===== config.mk =====
export PLATFORM = sky130hd
export DESIGN_NAME = pulse_count_frame_transmitter_unit
export DESIGN_NICKNAME = d
export VERILOG_FILES = /design/src/pcft_pkg.sv /design/src/pulse_count_frame_transmitter_unit.sv /design/src/pcft_crc.sv
export SDC_FILE = /design/constraint.sdc
export NUM_CORES = 1
export LEC_CHECK = 0
export BUFFER_PORTS_ARGS = -buffer_cell sky130_fd_sc_hd__buf_2
export CORE_ASPECT_RATIO = 0.75
export CORE_MARGIN = 8
export CORE_UTILIZATION = 60
export CTS_CLUSTER_DIAMETER = 200
export DETAILED_ROUTE_END_ITERATION = 6
export PLACE_DENSITY = 0.8
export SETUP_SLACK_MARGIN = 0.3
export SKIP_LAST_GASP = 1
export SLEW_MARGIN = 30
export SYNTH_ARGS = -nofsm -noshare
export SYNTH_HDL_FRONTEND = slang
export SYNTH_HIERARCHICAL = 1
export SYNTH_SLANG_ARGS = --single-unit

===== constraint.sdc =====
create_clock -name i_clk -period 6.02 [get_ports i_clk]
set_input_delay 0.903 -clock i_clk [delete_from_list [all_inputs] [get_ports i_clk]]
set_output_delay 0.903 -clock i_clk [all_outputs]
set_load 0.02 [all_outputs]

===== src/pcft_pkg.sv =====
// pcft_pkg: shared constants, register indexes and types for the
// pulse-count frame transmitter. No dependencies.
`timescale 1ns / 1ps

package pcft_pkg;

    localparam int PAYLOAD_BYTES = 4;
    localparam int IN_BYTES      = 4;
    localparam int PAYLOAD_W     = 32;
    localparam int FRAME_BITS    = 8 * (PAYLOAD_BYTES + 1);
    localparam int BITS_W        = $clog2(FRAME_BITS + 1);
    localparam int CRC_CNT_W     = $clog2(PAYLOAD_BYTES + 1);

    localparam int PULSE_W = 8;
    localparam int GAP_W   = 10;
    localparam int LEAD_W  = 10;
    localparam int TAIL_W  = 12;
    localparam int CNT_W   = 12;
    localparam int CFG_IDX_W  = 3;
    localparam int CFG_DATA_W = 12;

    localparam logic [7:0] CRC_POLY = 8'h31;
    localparam logic [7:0] CRC_INIT = 8'hFF;

    localparam logic [PULSE_W-1:0] START_PULSES_RST = 8'd32;
    localparam logic [PULSE_W-1:0] ONE_PULSES_RST   = 8'd18;
    localparam logic [PULSE_W-1:0] ZERO_PULSES_RST  = 8'd9;
    localparam logic [GAP_W-1:0]   GAP_TICKS_RST    = 10'd20;
    localparam logic [LEAD_W-1:0]  LEAD_TICKS_RST   = 10'd4;
    localparam logic [TAIL_W-1:0]  TAIL_TICKS_RST   = 12'd200;

    typedef enum logic [CFG_IDX_W-1:0] {
        REG_START_PULSES = 3'd0,
        REG_ONE_PULSES   = 3'd1,
        REG_ZERO_PULSES  = 3'd2,
        REG_GAP_TICKS    = 3'd3,
        REG_LEAD_TICKS   = 3'd4,
        REG_TAIL_TICKS   = 3'd5
    } t_cfg_reg;

    localparam logic KIND_TICK = 1'b0;
    localparam logic KIND_LOAD = 1'b1;

    typedef struct packed {
        logic                 start;
        logic [PAYLOAD_W-1:0] payload;
    } t_crc_ctrl;

endpackage


===== src/pulse_count_frame_transmitter_unit.sv =====
// pulse_count_frame_transmitter_unit: top level, frame sequencer, config
// registers and result register. Depends on pcft_pkg and pcft_crc.
//
//  channel | direction | handshake                | payload
//  --------+-----------+--------------------------+---------------------------------
//  in      | in        | i_in_valid / o_in_stall  | i_kind, i_payload
//  out     | out       | o_out_valid / i_out_stall| o_line, o_power_on, o_busy_res,
//          |           |                          | o_load_taken, o_frame_done
//  cfg     | in        | i_cfg_valid / o_cfg_ready| i_cfg_index, i_cfg_data
//
// One beat per clock while the output is not stalled; each input beat yields one registered result beat.
// The CRC byte is computed after a load, long before the sequencer reaches the
// CRC bits.
// Input stalls only while a result is held and the output is stalled.
// Synchronous active-low reset; config registers return to defaults.
`timescale 1ns / 1ps

module pulse_count_frame_transmitter_unit (
    input  logic                               i_clk,
    input  logic                               i_rst_n,
    input  logic                               i_in_valid,
    output logic                               o_in_stall,
    input  logic                               i_kind,
    input  logic [pcft_pkg::PAYLOAD_W-1:0]     i_payload,
    output logic                               o_out_valid,
    input  logic                               i_out_stall,
    output logic                               o_line,
    output logic                               o_power_on,
    output logic                               o_busy_res,
    output logic                               o_load_taken,
    output logic                               o_frame_done,
    input  logic                               i_cfg_valid,
    output logic                               o_cfg_ready,
    input  logic [pcft_pkg::CFG_IDX_W-1:0]     i_cfg_index,
    input  logic [pcft_pkg::CFG_DATA_W-1:0]    i_cfg_data
);
    import pcft_pkg::*;

    typedef enum logic [2:0] {
        PH_IDLE, PH_LEAD, PH_BURST, PH_GAP, PH_TAIL
    } t_phase;

    logic [PULSE_W-1:0] r_start_pulses, r_one_pulses, r_zero_pulses;
    logic [GAP_W-1:0]   r_gap_ticks;
    logic [LEAD_W-1:0]  r_lead_ticks;
    logic [TAIL_W-1:0]  r_tail_ticks;

    t_phase               r_phase, n_phase;
    logic [BITS_W-1:0]    r_bits_left, n_bits_left;
    logic [PULSE_W-1:0]   r_pulses_left, n_pulses_left;
    logic                 r_half_high, n_half_high;
    logic [CNT_W-1:0]     r_gap_count, n_gap_count;
    logic [PAYLOAD_W-1:0] r_payload;
    logic                 r_crc_start;

    logic r_out_valid, r_line, r_power_on, r_busy_res, r_load_taken, r_frame_done;
    logic n_line, n_power_on, n_load_taken, n_frame_done;

    logic                 in_accept;
    logic                 is_load;
    t_crc_ctrl            crc_ctrl;
    logic [7:0]           crc;
    logic [BITS_W-1:0]    pos;
    logic [BITS_W-4:0]    byte_idx;
    logic [PAYLOAD_W-1:0] shifted;
    logic [7:0]           byte_val;
    logic                 frame_bit;
    logic [CNT_W-1:0]     gap_dec;
    logic [PULSE_W-1:0]   pulse_dec;

    assign o_in_stall  = r_out_valid && i_out_stall;
    assign in_accept   = i_in_valid && !o_in_stall;
    assign is_load     = (i_kind == KIND_LOAD) && (r_phase == PH_IDLE);
    assign o_cfg_ready = 1'b1;

    assign crc_ctrl.start   = r_crc_start;
    assign crc_ctrl.payload = r_payload;

    pcft_crc u_crc (
        .i_clk   (i_clk),
        .i_rst_n (i_rst_n),
        .i_ctrl  (crc_ctrl),
        .o_crc   (crc)
    );

    // next frame bit, MSB first from byte 0 through the CRC byte
    always_comb begin
        pos      = BITS_W'(FRAME_BITS) - r_bits_left;
        byte_idx = pos[BITS_W-1:3];
        shifted  = r_payload >> {byte_idx, 3'b000};
        if (byte_idx >= (BITS_W-3)'(PAYLOAD_BYTES)) begin
            byte_val = crc;
        end else if (int'(byte_idx) < IN_BYTES) begin
            byte_val = shifted[7:0];
        end else begin
            byte_val = 8'h00;
        end
        frame_bit = byte_val[3'd7 - pos[2:0]];
    end

    assign gap_dec   = r_gap_count - 1'b1;
    assign pulse_dec = r_pulses_left - 1'b1;

    always_comb begin
        n_phase       = r_phase;
        n_bits_left   = r_bits_left;
        n_pulses_left = r_pulses_left;
        n_half_high   = r_half_high;
        n_gap_count   = r_gap_count;
        n_line        = 1'b0;
        n_power_on    = 1'b0;
        n_load_taken  = 1'b0;
        n_frame_done  = 1'b0;
        if (i_kind == KIND_LOAD) begin
            n_power_on = 1'b1;
            if (is_load) begin
                n_load_taken = 1'b1;
                n_bits_left  = BITS_W'(FRAME_BITS);
                if (r_lead_ticks == '0) begin
                    n_phase       = PH_BURST;
                    n_pulses_left = (r_start_pulses == '0) ? PULSE_W'(1) : r_start_pulses;
                    n_half_high   = 1'b0;
                end else begin
                    n_phase     = PH_LEAD;
                    n_gap_count = CNT_W'(r_lead_ticks);
                end
            end else begin
                n_line = (r_phase == PH_BURST) && r_half_high;
            end
        end else if (r_phase != PH_IDLE) begin
            n_power_on = 1'b1;
            unique case (r_phase)
                PH_LEAD: begin
                    n_gap_count = gap_dec;
                    if (gap_dec == '0) begin
                        n_phase       = PH_BURST;
                        n_pulses_left = (r_start_pulses == '0) ? PULSE_W'(1) : r_start_pulses;
                        n_half_high   = 1'b0;
                    end
                end
                PH_BURST: begin
                    if (!r_half_high) begin
                        n_line      = 1'b1;
                        n_half_high = 1'b1;
                    end else begin
                        n_half_high   = 1'b0;
                        n_pulses_left = pulse_dec;
                        if (pulse_dec == '0) begin
                            n_phase     = PH_GAP;
                            n_gap_count = (r_gap_ticks == '0) ? CNT_W'(1)
                                                              : CNT_W'(r_gap_ticks);
                        end
                    end
                end
                PH_GAP: begin
                    n_gap_count = gap_dec;
                    if (gap_dec == '0) begin
                        if (r_bits_left != '0) begin
                            n_bits_left = r_bits_left - 1'b1;
                            n_phase     = PH_BURST;
                            n_half_high = 1'b0;
                            if (frame_bit) begin
                                n_pulses_left = (r_one_pulses == '0) ? PULSE_W'(1)
                                                                     : r_one_pulses;
                            end else begin
                                n_pulses_left = (r_zero_pulses == '0) ? PULSE_W'(1)
                                                                      : r_zero_pulses;
                            end
                        end else if (r_tail_ticks == '0) begin
                            n_phase      = PH_IDLE;
                            n_frame_done = 1'b1;
                        end else begin
                            n_phase     = PH_TAIL;
                            n_gap_count = r_tail_ticks;
                        end
                    end
                end
                PH_TAIL: begin
                    n_gap_count = gap_dec;
                    if (gap_dec == '0) begin
                        n_phase      = PH_IDLE;
                        n_frame_done = 1'b1;
                    end
                end
                default: begin
                    n_phase = PH_IDLE;
                end
            endcase
        end
    end

    always_ff @(posedge i_clk) begin
        if (!i_rst_n) begin
            r_start_pulses <= START_PULSES_RST;
            r_one_pulses   <= ONE_PULSES_RST;
            r_zero_pulses  <= ZERO_PULSES_RST;
            r_gap_ticks    <= GAP_TICKS_RST;
            r_lead_ticks   <= LEAD_TICKS_RST;
            r_tail_ticks   <= TAIL_TICKS_RST;
        end else if (i_cfg_valid && o_cfg_ready) begin
            case (i_cfg_index)
                REG_START_PULSES: r_start_pulses <= i_cfg_data[PULSE_W-1:0];
                REG_ONE_PULSES:   r_one_pulses   <= i_cfg_data[PULSE_W-1:0];
                REG_ZERO_PULSES:  r_zero_pulses  <= i_cfg_data[PULSE_W-1:0];
                REG_GAP_TICKS:    r_gap_ticks    <= i_cfg_data[GAP_W-1:0];
                REG_LEAD_TICKS:   r_lead_ticks   <= i_cfg_data[LEAD_W-1:0];
                REG_TAIL_TICKS:   r_tail_ticks   <= i_cfg_data[TAIL_W-1:0];
                default: ;
            endcase
        end
    end

    always_ff @(posedge i_clk) begin
        if (!i_rst_n) begin
            r_phase       <= PH_IDLE;
            r_bits_left   <= '0;
            r_pulses_left <= '0;
            r_half_high   <= 1'b0;
            r_gap_count   <= '0;
            r_crc_start   <= 1'b0;
            r_out_valid   <= 1'b0;
        end else begin
            r_crc_start <= in_accept && is_load;
            if (in_accept) begin
                r_phase       <= n_phase;
                r_bits_left   <= n_bits_left;
                r_pulses_left <= n_pulses_left;
                r_half_high   <= n_half_high;
                r_gap_count   <= n_gap_count;
                r_out_valid   <= 1'b1;
            end else if (!i_out_stall) begin
                r_out_valid <= 1'b0;
            end
        end
    end

    always_ff @(posedge i_clk) begin
        if (in_accept && is_load) begin
            r_payload <= i_payload;
        end
        if (in_accept) begin
            r_line       <= n_line;
            r_power_on   <= n_power_on;
            r_busy_res   <= (n_phase != PH_IDLE);
            r_load_taken <= n_load_taken;
            r_frame_done <= n_frame_done;
        end
    end

    assign o_out_valid  = r_out_valid;
    assign o_line       = r_line;
    assign o_power_on   = r_power_on;
    assign o_busy_res   = r_busy_res;
    assign o_load_taken = r_load_taken;
    assign o_frame_done = r_frame_done;

    a_done_not_busy: assert property (@(posedge i_clk) disable iff (!i_rst_n)
        (o_out_valid && o_frame_done) |-> (o_power_on && !o_busy_res))
        else $error("frame end reported while still busy");

    a_load_result: assert property (@(posedge i_clk) disable iff (!i_rst_n)
        (o_out_valid && o_load_taken) |-> (o_power_on && o_busy_res && !o_line))
        else $error("accepted load gave a wrong result");

    a_half_in_burst: assert property (@(posedge i_clk) disable iff (!i_rst_n)
        (r_phase != PH_BURST) |-> !r_half_high)
        else $error("high half outside a burst");

    a_line_needs_power: assert property (@(posedge i_clk) disable iff (!i_rst_n)
        (o_out_valid && o_line) |-> o_power_on)
        else $error("line driven with power off");

endmodule


===== src/pcft_crc.sv =====
// pcft_crc: CRC-8 (poly 0x31, init 0xFF, MSB first) over the held payload,
// one byte per clock after a start pulse. Depends on pcft_pkg.
`timescale 1ns / 1ps

module pcft_crc (
    input  logic                i_clk,
    input  logic                i_rst_n,
    input  pcft_pkg::t_crc_ctrl i_ctrl,
    output logic [7:0]          o_crc
);
    import pcft_pkg::*;

    logic [7:0]           r_crc;
    logic [7:0]           n_crc;
    logic [CRC_CNT_W-1:0] r_cnt;
    logic [PAYLOAD_W-1:0] shifted;
    logic [7:0]           data_byte;

    function automatic logic [7:0] crc_byte(input logic [7:0] c, input logic [7:0] d);
        logic [7:0] v;
        v = c ^ d;
        for (int i = 0; i < 8; i++) begin
            v = v[7] ? ((v << 1) ^ CRC_POLY) : (v << 1);
        end
        return v;
    endfunction

    always_comb begin
        shifted   = i_ctrl.payload >> {r_cnt, 3'b000};
        data_byte = (int'(r_cnt) < IN_BYTES) ? shifted[7:0] : 8'h00;
        n_crc     = crc_byte(r_crc, data_byte);
    end

    always_ff @(posedge i_clk) begin
        if (!i_rst_n) begin
            r_cnt <= CRC_CNT_W'(PAYLOAD_BYTES);
            r_crc <= CRC_INIT;
        end else if (i_ctrl.start) begin
            r_cnt <= '0;
            r_crc <= CRC_INIT;
        end else if (r_cnt != CRC_CNT_W'(PAYLOAD_BYTES)) begin
            r_cnt <= r_cnt + 1'b1;
            r_crc <= n_crc;
        end
    end

    assign o_crc = r_crc;

endmodule

==> key figures <==
Detailed routing
  • Average wire per standard cell: 19.5 µm
  • Vias per cell: 6.38
  • Via count: 6669
  • Initial DRC count: 796
  • Remaining DRCs: 2
  • Final ANT Viol Nets: 0
  • Routed Wire Length: 20400 µm
  • DRT Pass-1 Iters: 7

Placed design
  • Placed Area: 7800 µm²
  • Routability Congestion: 0.957
  • DP HPWL: 14500 µm
  • Post-place setup slack: 2050 ps
  • Port bufs: 59
  • Placed insts: 1014

Global routing
  • Initial antenna violation count: 0
  • Number of global-route vias before repair: 6269
  • Gr ovfl total: 0
  • GR Util All Layers: 0.257
  • First-pass GRT wire length: 33200 µm
  • Largest net degree at the start of global routing: 96

STA
  • Worst setup margin: 1970 ps
  • Achievable frequency: 0.247 GHz
  • Setup TNS: 0 ps
  • Final Hold Viols: 0
  • Setup Viol. Count Final: 0
  • Slew HR: 0.366
  • Final min period: 4050 ps
  • Final Cycle Share: 0.672
  • Clk_skew: 8.25 ps
  • Transition time of the tightest slew-check pin: 949 ps
  • RSZ-0062 raised after global routing: false
  • Slew Viols, Final: 0

Power and ir drop
  • Peak supply drop: 0.195 mV
  • Lkg Pwr: 3.04 nW
  • Pwr/cell area: 339 nW/µm²

Floorplan
  • Die area: 16300 µm²
  • Cell row count: 35
  • Die width: 145 µm
  • Ports: 61
  • DIE HEIGHT: 113 µm
  • Core Region: 12200 µm²
  • Starting density of the core: 0.612

Synthesis
  • Register area share after synthesis: 0.414
  • Most common cell in the netlist: nand2_1
  • Post-synth EDFFs: 37
  • Synth area leaders: dfxtp_1 (27%), edfxtp_1 (15%), nand2_1 (8.4%)
  • Synthesized area per cell: 9.00 µm²
  • Post-synth top flop: dfxtp_1
  • Yosys warns: 6
  • Synth async-reset ratio: 0
  • Mapped Area: 7480 µm²
  • Cell variety after synth: 77
  • Synth Instances: 831
  • Post-synth top cells: nand2_1 (168), dfxtp_1 (99), a21boi_0 (48), nor2_1 (38)
  • Cell taking the most area after synthesis: dfxtp_1
  • Post-Syn Nets: 895
  • Synth top area share: 0.265
  • Number of synthesized register bits: 136

Flow run
  • Max_cap viols: 0

Cells and area
  • Final instance area: 8420 µm²
  • Fill cell count: 954
  • Area grow syn2layout: 12.6%
  • Antenna cells: 0
  • Register area: 3090 µm²
  • Area occupied by multi-input gates: 4100 µm²
  • Post-Layout Cell Count: 1046
  • Layout net count: 931
  • Share of cells above drive strength 1: 0.136

Critical path
  • Worst Setup SP: r_bits_left[0]
  • Critical path fanouts, max: 13
  • Reg-to-Reg Start: r_bits_left[0]
  • Worst endpoint data arrival time: 4400 ps
  • Crit path launch type: register
  • Critical Path Sink Type: register
  • WS Path Type: reg -> reg
  • Worst Path Required: 6370 ps

Clocking
  • Post-CTS Hold Fix Bufs: 0
  • Clock slew at reported path FFs: 60 ps
  • Post-CTS setup buffer count: 0
  • Htree depth: 4
  • CTS sink count: 136
  • CTS tree: yes
  • Clk_lat worst skew: 420 ps
  • CTS Buf Count: 17
  • Clk buf depth: 2
  • PostCTS Resize Cnt: 0
  • Root Driver: clkbuf_16

Run status
  • Failing checks: design-rule violations
  • Run status: finished, violations left

Min path
  • Hold Path Origin: r_start_pulses[0]
  • Worst hold path type: reg -> reg
[worst max-delay path: stages, from the launching register on]
cell	delay (ps)
dfxtp_1	690
inv_1	160
ha_1	270
nor2b_1	230
or3_1	380
nand2_1	240
mux4_2	340
mux4_2	500
mux2_4	310
mux2i_4	340
mux2_1	380
o21ai_1	110
[path summary, 6_finish.rpt]
kind / slack [ps] / endpoint / cells past startpoint
setup / recovery: 1970 / r_pulses_left[0] / 11
hold reg to reg: 470 / r_start_pulses[0] / 2
hold / removal: 470 / r_start_pulses[0] / 2
setup reg to reg: 1970 / r_pulses_left[0] / 11
[registers in the layout, summed over array words and instances (netlist names)]
name,flops
r_gap_count,12
r_gap_ticks,10
r_crc_start,1
r_phase,3
r_start_pulses,8
o_busy_res,1
r_half_high,1
r_zero_pulses,8
r_one_pulses,8
o_load_taken,1
o_line,1
r_bits_left,6
r_payload,32
o_out_valid,1
u_crc/o_crc,8
u_crc/r_cnt,3
o_power_on,1
r_pulses_left,8
o_frame_done,1
r_lead_ticks,10
r_tail_ticks,12
[layer usage]
metal	vias to the layer above	global-route usage	part of all wire
met3	38	0.0734	0.11
met5	-	0	0
met4	0	0.0719	0.016
met1	3128	0.375	0.45
li1	3093	-	-
met2	410	0.359	0.43
[logic make-up after synthesis]
family | after synthesis | share of synthesized area
multiplexers | 37 | 0.0780
AND/OR/NAND/NOR | 335 | 0.208
flip-flops | 136 | 0.414
other | 1 | 0.000502
buffers and inverters | 69 | 0.0388
AO/OA/AOI/OAI | 193 | 0.182
XOR/XNOR | 49 | 0.0603
adder cells (fa/ha/maj) | 11 | 0.0184
[power breakdown]
group,switching [W],total [W],internal (W)
clock,0.000403,0.00106,0.000657
sequential,0.000101,0.00110,0.00100
combinational,0.000368,0.000692,0.000324
total,0.000872,0.00285,0.00198
[cell type report]
class | instances | area share
Inverter | 23 | 0.0103
Tap cell | 166 | 0.0247
Clock buffer | 21 | 0.0574
Clock inverter | 11 | 0.0143
Sequential cell | 136 | 0.367
Timing Repair Buffer | 63 | 0.0386
Multi-Input combinational cell | 626 | 0.487
[placed cells by master, fill, tap and decap left out, types with 19 or more instances in the layout]
cell type  netlist  final
nand3_1         29     29
a21oi_1         22     21
a21boi_0        48     48
xnor2_1         27     27
clkbuf_16        0     19
nor2_1          38     38
nand2_1        168    168
inv_1           22     22
edfxtp_1        37     37
xor2_1          20     20
buf_2            4     59
dfxtp_1         99     99
o21ai_0         37     37
[stage by stage]
stage          hold slack (ps)  power [W]   util
2_1_floorplan              436    0.00164      -
3_3_place_gp               455    0.00176  0.639
3_5_place_dp               464    0.00179  0.639
4_1_cts                    472    0.00284  0.688
5_1_grt                    488    0.00297  0.689
6_report                   474    0.00285  0.689
Note: power is estimated with default switching activity, not from simulation.
